File: src/rtl/atipd_pkg.sv
`timescale 1ns / 1ps

package atipd_pkg;

   // Line store geometry
   localparam int LINE_MAX = 64;
   localparam int ADDR_W   = $clog2(LINE_MAX);
   // Counts and lengths saturate at 127
   localparam int CNT_W    = 7;
   localparam logic [CNT_W-1:0] CNT_MAX = {CNT_W{1'b1}};

   // Characters of interest
   localparam logic [7:0] CHAR_NL    = 8'h0A;
   localparam logic [7:0] CHAR_COLON = 8'h3A;
   localparam logic [7:0] CHAR_ZERO  = 8'h30;
   localparam logic [7:0] CHAR_NINE  = 8'h39;
   localparam int PREFIX_LEN         = 4;

   // Frame kinds on the result channel
   typedef enum logic [1:0] {
      KIND_LINE  = 2'd0,
      KIND_DATA  = 2'd1,
      KIND_ERROR = 2'd2
   } kind_type;

   // Controller to datapath
   typedef struct packed {
      logic accept;       // input item taken this cycle
      logic rd_en;        // read line store into read register
      logic advance;      // step drain pointer, read the next entry
      logic load_byte;    // load output register from read register
      logic load_single;  // load output register with a byteless result
   } dp_cmd_type;

   // Datapath to controller
   typedef struct packed {
      logic emit_bytes;   // current input item ends a frame with bytes
      logic emit_single;  // current input item ends in one byteless result
      logic out_free;     // output register can take a result
      logic last_byte;    // drain pointer is on the final byte
   } dp_stat_type;

   // Expected "+IPD" character at a 1-based position
   function automatic logic [7:0] prefix_char(input logic [2:0] pos);
      logic [7:0] ch;
      ch = 8'h00;
      unique case (pos)
         3'd1:    ch = 8'h2B;   // '+'
         3'd2:    ch = 8'h49;   // 'I'
         3'd3:    ch = 8'h50;   // 'P'
         3'd4:    ch = 8'h44;   // 'D'
         default: ch = 8'h00;
      endcase
      return ch;
   endfunction

endpackage

File: src/rtl/atipd_chan_if.sv
`timescale 1ns / 1ps

// Received byte channel
interface atipd_req_if;
   logic       valid;
   logic       ready;
   logic [7:0] rx_byte;

   modport source (output valid, output rx_byte, input ready);
   modport sink   (input valid, input rx_byte, output ready);
endinterface

// Result channel
interface atipd_rsp_if;
   logic       valid;
   logic       ready;
   logic [7:0] out_byte;
   logic       has_byte;
   logic [1:0] frame_kind;
   logic       last_of_frame;

   modport source (output valid, output out_byte, output has_byte, output frame_kind,
                   output last_of_frame, input ready);
   modport sink   (input valid, input out_byte, input has_byte, input frame_kind,
                   input last_of_frame, output ready);
endinterface

File: src/rtl/atipd_dp.sv
`timescale 1ns / 1ps

module atipd_dp import atipd_pkg::*; (
   input  logic        clock,
   input  logic        reset,
   input  dp_cmd_type  cmd,
   output dp_stat_type stat,
   input  logic [7:0]  rx_byte,
   input  logic        rsp_ready,
   output logic        rsp_valid,
   output logic [7:0]  out_byte,
   output logic        has_byte,
   output kind_type    frame_kind,
   output logic        last_of_frame
);

   // Line store and its registered read port
   logic [7:0] line_store [LINE_MAX];
   logic [7:0] rd_data_ff;

   // Parser state
   logic [CNT_W-1:0] byte_count_ff, byte_count_in;
   logic             prefix_ok_ff, prefix_ok_in;
   logic             frame_seen_ff, frame_seen_in;
   logic             len_known_ff, len_known_in;
   logic [CNT_W-1:0] prefix_len_ff, prefix_len_in;
   logic [CNT_W-1:0] len_acc_ff, len_acc_in;
   logic [CNT_W-1:0] frame_total_ff, frame_total_in;

   // Drain state
   logic [CNT_W-1:0] rd_ptr_ff, rd_ptr_in;
   logic [CNT_W-1:0] end_ff, end_in;
   kind_type         kind_ff, kind_in;
   logic [CNT_W-1:0] rd_addr;

   // Output register
   logic       rsp_valid_ff, rsp_valid_in;
   logic [7:0] out_byte_ff;
   logic       has_byte_ff;
   kind_type   frame_kind_ff;
   logic       last_ff;

   // Per-item parse results
   logic [CNT_W-1:0] cnt_nx;
   logic             is_nl, is_colon, is_digit;
   logic [10:0]      acc_wide;
   logic [CNT_W-1:0] acc_sat;
   logic [CNT_W:0]   tot_wide;
   logic [CNT_W-1:0] tot_sat;
   logic             ok_n, seen_n, known_n;
   logic [CNT_W-1:0] pl_n, acc_n, tot_n;
   logic [CNT_W-1:0] emit_from, emit_to;
   kind_type         emit_kind;
   logic             emit_bytes, emit_single, restart;

   // Byte classes and saturating arithmetic
   assign cnt_nx   = byte_count_ff + CNT_W'(1);
   assign is_nl    = (rx_byte == CHAR_NL);
   assign is_colon = (rx_byte == CHAR_COLON);
   assign is_digit = (rx_byte >= CHAR_ZERO) && (rx_byte <= CHAR_NINE);
   assign acc_wide = ({4'b0, len_acc_ff} << 3) + ({4'b0, len_acc_ff} << 1)
                     + {7'b0, rx_byte[3:0]};
   assign acc_sat  = (acc_wide > {4'b0, CNT_MAX}) ? CNT_MAX : acc_wide[CNT_W-1:0];
   assign tot_wide = {1'b0, cnt_nx} + {1'b0, len_acc_ff};
   assign tot_sat  = tot_wide[CNT_W] ? CNT_MAX : tot_wide[CNT_W-1:0];

   // Parse one byte and decide whether it ends a frame
   always_comb begin
      ok_n        = prefix_ok_ff;
      seen_n      = frame_seen_ff;
      known_n     = len_known_ff;
      pl_n        = prefix_len_ff;
      acc_n       = len_acc_ff;
      tot_n       = frame_total_ff;
      emit_from   = '0;
      emit_to     = '0;
      emit_kind   = KIND_LINE;
      emit_bytes  = 1'b0;
      emit_single = 1'b0;
      if (!frame_seen_ff) begin
         if (is_nl) begin
            // plain line, newline included
            emit_bytes = 1'b1;
            emit_to    = cnt_nx;
         end else if (cnt_nx <= CNT_W'(PREFIX_LEN)) begin
            ok_n = prefix_ok_ff && (rx_byte == prefix_char(cnt_nx[2:0]));
            if ((cnt_nx == CNT_W'(PREFIX_LEN)) && ok_n) begin
               seen_n = 1'b1;
               acc_n  = '0;
            end
         end
      end else if (!len_known_ff) begin
         if (is_colon) begin
            pl_n    = cnt_nx;
            tot_n   = tot_sat;
            known_n = 1'b1;
         end else if (is_digit) begin
            acc_n = acc_sat;
         end else begin
            acc_n = '0;
         end
      end
      if (!emit_bytes) begin
         if (seen_n && known_n && (cnt_nx == tot_n)) begin
            emit_kind = KIND_DATA;
            emit_from = pl_n;
            emit_to   = tot_n;
            if (pl_n >= tot_n) begin
               emit_single = 1'b1;
            end else begin
               emit_bytes = 1'b1;
            end
         end else if (cnt_nx >= CNT_W'(LINE_MAX)) begin
            emit_kind   = KIND_ERROR;
            emit_single = 1'b1;
         end
      end
   end

   assign restart = emit_bytes || emit_single;

   // Next parser and drain state
   always_comb begin
      byte_count_in  = byte_count_ff;
      prefix_ok_in   = prefix_ok_ff;
      frame_seen_in  = frame_seen_ff;
      len_known_in   = len_known_ff;
      prefix_len_in  = prefix_len_ff;
      len_acc_in     = len_acc_ff;
      frame_total_in = frame_total_ff;
      rd_ptr_in      = rd_ptr_ff;
      end_in         = end_ff;
      kind_in        = kind_ff;
      if (cmd.accept) begin
         if (restart) begin
            byte_count_in  = '0;
            prefix_ok_in   = 1'b1;
            frame_seen_in  = 1'b0;
            len_known_in   = 1'b0;
            prefix_len_in  = '0;
            len_acc_in     = '0;
            frame_total_in = '0;
            rd_ptr_in      = emit_from;
            end_in         = emit_to;
            kind_in        = emit_kind;
         end else begin
            byte_count_in  = cnt_nx;
            prefix_ok_in   = ok_n;
            frame_seen_in  = seen_n;
            len_known_in   = known_n;
            prefix_len_in  = pl_n;
            len_acc_in     = acc_n;
            frame_total_in = tot_n;
         end
      end else if (cmd.advance) begin
         rd_ptr_in = rd_ptr_ff + CNT_W'(1);
      end
   end

   // Read the current entry, or the next one while stepping
   assign rd_addr = cmd.advance ? (rd_ptr_ff + CNT_W'(1)) : rd_ptr_ff;

   // Output register valid
   always_comb begin
      rsp_valid_in = rsp_valid_ff;
      if (cmd.load_byte || cmd.load_single) begin
         rsp_valid_in = 1'b1;
      end else if (rsp_ready) begin
         rsp_valid_in = 1'b0;
      end
   end

   // Control registers
   always_ff @(posedge clock) begin
      if (reset) begin
         byte_count_ff  <= '0;
         prefix_ok_ff   <= 1'b1;
         frame_seen_ff  <= 1'b0;
         len_known_ff   <= 1'b0;
         prefix_len_ff  <= '0;
         len_acc_ff     <= '0;
         frame_total_ff <= '0;
         rd_ptr_ff      <= '0;
         end_ff         <= '0;
         kind_ff        <= KIND_LINE;
         rsp_valid_ff   <= 1'b0;
      end else begin
         byte_count_ff  <= byte_count_in;
         prefix_ok_ff   <= prefix_ok_in;
         frame_seen_ff  <= frame_seen_in;
         len_known_ff   <= len_known_in;
         prefix_len_ff  <= prefix_len_in;
         len_acc_ff     <= len_acc_in;
         frame_total_ff <= frame_total_in;
         rd_ptr_ff      <= rd_ptr_in;
         end_ff         <= end_in;
         kind_ff        <= kind_in;
         rsp_valid_ff   <= rsp_valid_in;
      end
   end

   // Line store: one write port, one registered read port
   always_ff @(posedge clock) begin
      if (cmd.accept) begin
         line_store[byte_count_ff[ADDR_W-1:0]] <= rx_byte;
      end
      if (cmd.rd_en) begin
         rd_data_ff <= line_store[rd_addr[ADDR_W-1:0]];
      end
   end

   // Output payload
   always_ff @(posedge clock) begin
      if (cmd.load_byte) begin
         out_byte_ff   <= rd_data_ff;
         has_byte_ff   <= 1'b1;
         frame_kind_ff <= kind_ff;
         last_ff       <= stat.last_byte;
      end else if (cmd.load_single) begin
         out_byte_ff   <= 8'h00;
         has_byte_ff   <= 1'b0;
         frame_kind_ff <= kind_ff;
         last_ff       <= 1'b1;
      end
   end

   assign stat.emit_bytes  = emit_bytes;
   assign stat.emit_single = emit_single;
   assign stat.out_free    = !rsp_valid_ff || rsp_ready;
   assign stat.last_byte   = ((rd_ptr_ff + CNT_W'(1)) == end_ff);

   assign rsp_valid     = rsp_valid_ff;
   assign out_byte      = out_byte_ff;
   assign has_byte      = has_byte_ff;
   assign frame_kind    = frame_kind_ff;
   assign last_of_frame = last_ff;

`ifndef ASSERT_OFF
   a_count_bound: assert property (@(posedge clock) disable iff (reset)
      byte_count_ff < CNT_W'(LINE_MAX))
      else $error("byte count past line store size");

   a_restart_clears: assert property (@(posedge clock) disable iff (reset)
      cmd.accept && restart |=> byte_count_ff == '0)
      else $error("parser not restarted after frame end");

   a_byteless_last: assert property (@(posedge clock) disable iff (reset)
      rsp_valid_ff && !has_byte_ff |-> last_ff)
      else $error("byteless result not marked last");

   a_error_nobyte: assert property (@(posedge clock) disable iff (reset)
      rsp_valid_ff && (frame_kind_ff == KIND_ERROR) |-> !has_byte_ff)
      else $error("overflow result carries a byte");

   a_drain_range: assert property (@(posedge clock) disable iff (reset)
      cmd.load_byte |-> rd_ptr_ff < end_ff)
      else $error("drain pointer past frame end");
`endif

endmodule

File: src/rtl/atipd_ctrl.sv
`timescale 1ns / 1ps

module atipd_ctrl import atipd_pkg::*; (
   input  logic        clock,
   input  logic        reset,
   input  logic        req_valid,
   output logic        req_ready,
   input  dp_stat_type stat,
   output dp_cmd_type  cmd
);

   typedef enum logic [3:0] {
      S_IDLE   = 4'b0001,
      S_READ   = 4'b0010,
      S_LOAD   = 4'b0100,
      S_SINGLE = 4'b1000
   } state_type;

   state_type state_ff, state_in;

   assign req_ready = (state_ff == S_IDLE);

   // Sequencing: take bytes, then drain a finished frame or give one byteless result
   always_comb begin
      state_in        = state_ff;
      cmd             = '0;
      unique case (state_ff)
         S_IDLE: begin
            cmd.accept = req_valid;
            if (req_valid && stat.emit_bytes) begin
               state_in = S_READ;
            end else if (req_valid && stat.emit_single) begin
               state_in = S_SINGLE;
            end
         end
         S_READ: begin
            // prime the read register with the first byte
            cmd.rd_en = 1'b1;
            state_in  = S_LOAD;
         end
         S_LOAD: begin
            if (stat.out_free) begin
               cmd.load_byte = 1'b1;
               if (stat.last_byte) begin
                  state_in = S_IDLE;
               end else begin
                  cmd.rd_en   = 1'b1;
                  cmd.advance = 1'b1;
               end
            end
         end
         S_SINGLE: begin
            if (stat.out_free) begin
               cmd.load_single = 1'b1;
               state_in        = S_IDLE;
            end
         end
         default: begin
            state_in = S_IDLE;
         end
      endcase
   end

   always_ff @(posedge clock) begin
      if (reset) begin
         state_ff <= S_IDLE;
      end else begin
         state_ff <= state_in;
      end
   end

endmodule

File: src/rtl/at_response_ipd_deframer_unit.sv
`timescale 1ns / 1ps
// Frame end: a byte that ends a frame primes the read register, then loads the
//   first result (an empty payload or an overflow error loads one byteless result).
// Throughput: one byte per cycle while no frame ends; a burst then drains the line store
//   at one result per cycle while the result channel is ready, bound by its single registered read port.
// Reset: synchronous, active high; parser restarts with an empty line store.

module at_response_ipd_deframer_unit import atipd_pkg::*; (
   input logic         clock,
   input logic         reset,
   atipd_req_if.sink   req_if,
   atipd_rsp_if.source rsp_if
);

   dp_cmd_type  cmd;
   dp_stat_type stat;
   kind_type    frame_kind;

   atipd_ctrl u_ctrl (
      .clock     (clock),
      .reset     (reset),
      .req_valid (req_if.valid),
      .req_ready (req_if.ready),
      .stat      (stat),
      .cmd       (cmd)
   );

   atipd_dp u_dp (
      .clock         (clock),
      .reset         (reset),
      .cmd           (cmd),
      .stat          (stat),
      .rx_byte       (req_if.rx_byte),
      .rsp_ready     (rsp_if.ready),
      .rsp_valid     (rsp_if.valid),
      .out_byte      (rsp_if.out_byte),
      .has_byte      (rsp_if.has_byte),
      .frame_kind    (frame_kind),
      .last_of_frame (rsp_if.last_of_frame)
   );

   assign rsp_if.frame_kind = frame_kind;

endmodule
File: src/flat_wrapper.sv
// flat-port wrapper written by rule: the top's interface ports become plain ports
module at_response_ipd_deframer_unit_flat import atipd_pkg::*;
  (clock, reset, req_if_valid, req_if_rx_byte, req_if_ready, rsp_if_valid, rsp_if_out_byte, rsp_if_has_byte, rsp_if_frame_kind, rsp_if_last_of_frame, rsp_if_ready);
  atipd_req_if req_if_i ();
  atipd_rsp_if rsp_if_i ();
  input logic clock;
  input logic reset;
  input wire logic [$bits(req_if_i.valid)-1:0] req_if_valid;
  input wire logic [$bits(req_if_i.rx_byte)-1:0] req_if_rx_byte;
  output wire logic [$bits(req_if_i.ready)-1:0] req_if_ready;
  output wire logic [$bits(rsp_if_i.valid)-1:0] rsp_if_valid;
  output wire logic [$bits(rsp_if_i.out_byte)-1:0] rsp_if_out_byte;
  output wire logic [$bits(rsp_if_i.has_byte)-1:0] rsp_if_has_byte;
  output wire logic [$bits(rsp_if_i.frame_kind)-1:0] rsp_if_frame_kind;
  output wire logic [$bits(rsp_if_i.last_of_frame)-1:0] rsp_if_last_of_frame;
  input wire logic [$bits(rsp_if_i.ready)-1:0] rsp_if_ready;
  assign req_if_i.valid = req_if_valid;
  assign req_if_i.rx_byte = req_if_rx_byte;
  assign req_if_ready = req_if_i.ready;
  assign rsp_if_valid = rsp_if_i.valid;
  assign rsp_if_out_byte = rsp_if_i.out_byte;
  assign rsp_if_has_byte = rsp_if_i.has_byte;
  assign rsp_if_frame_kind = rsp_if_i.frame_kind;
  assign rsp_if_last_of_frame = rsp_if_i.last_of_frame;
  assign rsp_if_i.ready = rsp_if_ready;
  at_response_ipd_deframer_unit u_core (.clock(clock), .reset(reset), .req_if(req_if_i), .rsp_if(rsp_if_i));
endmodule
File: config.mk
export PLATFORM = sky130hd
export DESIGN_NAME = at_response_ipd_deframer_unit_flat
export DESIGN_NICKNAME = d
export VERILOG_FILES = /design/src/rtl/atipd_pkg.sv /design/src/rtl/atipd_chan_if.sv /design/src/rtl/atipd_dp.sv /design/src/rtl/atipd_ctrl.sv /design/src/rtl/at_response_ipd_deframer_unit.sv /design/src/flat_wrapper.sv
export SDC_FILE = /design/constraint.sdc
export NUM_CORES = 1
export LEC_CHECK = 0
export BUFFER_PORTS_ARGS = -buffer_cell sky130_fd_sc_hd__buf_2
export CAP_MARGIN = 20
export CORE_MARGIN = 1.5
export CORE_UTILIZATION = 55
export DETAILED_ROUTE_END_ITERATION = 12
export PLACE_DENSITY = 0.8
export SLEW_MARGIN = 20
export SYNTH_ARGS = -nofsm -noshare
export SYNTH_HDL_FRONTEND = slang
export SYNTH_SLANG_ARGS = --single-unit
File: constraint.sdc
create_clock -name clock -period 8.3 [get_ports clock]
set_input_delay 1.66 -clock clock [delete_from_list [all_inputs] [get_ports clock]]
set_output_delay 1.66 -clock clock [all_outputs]
set_load 0.02 [all_outputs]
==> flow_metrics.tcl <==
set metrics [dict create \
    status "finished clean" \
    fin_util_pct 61.0 \
    yosys_warnings 0 \
    syn_avg_cell_area_um2 13.0 \
    num_rows 79 \
    drt_iter0_drc 2657 \
    clockBufferDepth 3 \
    critical_path.cell_chain "ha_1, ha_1, inv_1, ha_1, a21oi_1, a21oi_1, or3_1, a2111oi_1, o21ai_0, a211oi_1, nand4_2, o21a_2, a221oi_2, a311oi_1" \
    dp_hpwl_mm 40.6 \
    die_h_um 220 \
    insertion_delay_ns 0.63 \
    grt_max_degree 75 \
    cp.arrival_ns 5.62 \
    drc 0 \
    drive_above_1_share_pct 10.9 \
    synth_top_flop_cell "edfxtp_1" \
    cts.sinks 584 \
    seq_area_frac_synth_pct 65.5 \
    cpMostUsedCell "ha_1" \
    hold_path_class "flop to flop" \
    postCtsSetupRepairBufs 0 \
    start_util_pct 55.8 \
    finalSetupTns_ns 0 \
    numCtsBuffers 56 \
    n_antenna_cell 0 \
    coreArea_um2 46600 \
    multi_input_area_um2 8270 \
    io_pins 26 \
    slew_violations 0 \
    slowest_delay_ns 0.60 \
    clk_pin_slew_ns 0.07 \
    final_common_cell "edfxtp_1" \
    cp-start-kind "flop" \
    synth_fp_nets 2040 \
    vias_per_cell 6.76 \
    synth_area_leader_cell "edfxtp_1" \
    yosysTopAreaCellShare_pct 61.4 \
    finalClockSkew_ns 0.0157 \
    wirelength_mm 67.2 \
    ys_seq_elements 584 \
    leakage_uw 0.00936 \
    ys_types 98 \
    fmax_ghz 0.194 \
    worstMarginPinSlew_ns 1.17 \
    worstPathRequired_ns 8.75 \
    slew_headroom_pct 21.2 \
    crit_type "flop to flop" \
    overflow 0 \
    critPathCaptureType "flop" \
    drtPass1Iterations 7 \
    netlist_top_cells_area "edfxtp_1 61%, dfxtp_1 4.1%, nand2_1 3.6%" \
    setup_violations 0 \
    fin_crit_ns 5.16 \
    grt_pass1_wl_mm 101 \
    min_period_over_period_pct 62.2 \
    cp_max_fo 26 \
    hold_viol 0 \
    io_buffer_count 25 \
    p_per_area_nw_per_um2 213 \
    grt_use_total_pct 27.7 \
    globalplace.congestion 0.891 \
    antenna_found_initial 0 \
    crit_family "compound AO/OA/AOI/OAI gates" \
    vias 17800 \
    cts_resized 0 \
    fillers 3345 \
    syn_to_final_growth_pct 9.38 \
    htree_levels 2 \
    crit_slowest_cell "dfxtp_1" \
    peakVddDrop_v 0.000207 \
    synthesis.area_um2 26000 \
    drt.antenna.violating_nets 0 \
    regArea_um2 17000 \
    grt_pass1_vias 17000 \
    die_w_um 220 \
    routedWlPerCell_um 25.5 \
    final_cell_mix "531 x edfxtp_1, 252 x nand2_1, 113 x nor2_1" \
    die_area_um2 48500 \
    ctsHoldBuffers 0 \
    synth_edf_count 531 \
    fin_nets 2023 \
    critical_path_buf_inv_count 1 \
    synth_cells 1994 \
    async_reset_ff_share_pct 0 \
    cts_root_buf "clkbuf_16" \
    cts_tree "built" \
    cap_violations 0 \
    rsz0062_at_grt "no" \
]
==> through the flow <==
stage / setup WS, ns / hold slack, ns / area, µm² / total power (µW) / cells
after detailed placement: 2.45 / 0.417 / 26500 / 3520 / 2526
final: 3.14 / 0.429 / 28400 / 6060 / 2632
after floorplan: 4.06 / 0.409 / 26000 / 3410 / 1994
after CTS: 3.03 / 0.429 / 28400 / 6060 / 2632
after global routing: 2.76 / 0.451 / 28400 / 6190 / 2632
after global placement: 2.71 / 0.414 / 26500 / 3510 / 2526
==> cell usage after synthesis (6+ instances only) <==
library cell and number:
a211oi_1 22, a21oi_1 48, a222oi_1 9, a22o_1 13
a22oi_1 32, a311oi_1 6, a31o_1 6, a31oi_1 32
a32oi_1 10, and2_1 13, and3_1 9, buf_1 12
buf_2 39, buf_4 7, buf_6 7, clkbuf_1 70
dfxtp_1 53, edfxtp_1 531, ha_1 31, inv_1 18
mux2_2 25, mux2i_1 76, nand2_1 252, nand2b_1 14
nand3_1 88, nand4_1 22, nor2_1 113, nor2b_1 8
nor3_1 35, nor4_1 24, o211ai_1 11, o21ai_0 34
o221ai_1 61, o22a_1 7, o22ai_1 109, o41ai_1 6
xnor2_1 16, xor2_1 15
==> kinds of logic (layout without fill, tap and decap cells) <==
kind of cell	Yosys count	count (layout)	share of synthesized area [%]
adder cells (fa/ha/maj)	34	34	1.73
multiplexers	101	101	4.02
XOR/XNOR	33	33	1.26
flip-flops	584	584	65.5
buffers and inverters	156	187	2.82
AO/OA/AOI/OAI	465	465	13.2
AND/OR/NAND/NOR	621	621	11.4
==> path summary, 6_finish.rpt <==
path                            slack [ns]  cells after the start                                     to                                       from
worst max-delay path                  3.14                     14  u_core.u_dp.rd_ptr_ff[1]$_SDFFE_PP0P_  u_core.u_dp.byte_count_ff[0]$_SDFFE_PP0P_
worst min-delay path                  0.43                      0    u_core.u_dp.frame_kind[1]$_DFFE_PP_        u_core.u_dp.kind_ff[1]$_SDFFE_PP0P_
worst max register to register        3.14                     14  u_core.u_dp.rd_ptr_ff[1]$_SDFFE_PP0P_  u_core.u_dp.byte_count_ff[0]$_SDFFE_PP0P_
worst min register to register        0.43                      0    u_core.u_dp.frame_kind[1]$_DFFE_PP_        u_core.u_dp.kind_ff[1]$_SDFFE_PP0P_
==> layer usage <==
layer	track usage [%]	wire length, µm	vias to the layer above
met5	0	0	-
met4	9.82	2140	0
met3	7.15	7910	163
met2	44.1	31300	1101
met1	37.1	25900	8721
li1	-	-	7808
==> cell type report <==
type / instances / share of cell area [%]
clock buffer: 67 / 5.23
clock inverter: 39 / 1.33
tap: 607 / 2.67
timing repair buffer: 61 / 1.44
sequential: 584 / 59.9
multi-input combinational: 1254 / 29.1
inverter: 20 / 0.273
==> sequential cells by signal (all words and copies together), names as in the netlist, 2 cells and up <==
register                    count
u_core.u_dp.out_byte            8
u_core.u_dp.frame_total_ff      7
u_core.u_dp.byte_count_ff       7
u_core.u_dp.frame_kind          2
u_core.u_dp.rd_ptr_ff           7
u_core.u_dp.prefix_len_ff       7
u_core.u_dp.line_store        512
u_core.u_ctrl.state_ff          4
u_core.u_dp.kind_ff             2
u_core.u_dp.rd_data_ff          8
u_core.u_dp.len_acc_ff          7
u_core.u_dp.end_ff              7
==> where the power goes <==
group / total, µW / switching (µW) / internal [µW]
clock network: 2590 / 1100 / 1490
logic: 243 / 176 / 66.8
registers: 3220 / 9.27 / 3210
total: 6060 / 1290 / 4770
Note: power is estimated with default switching activity, not from simulation.
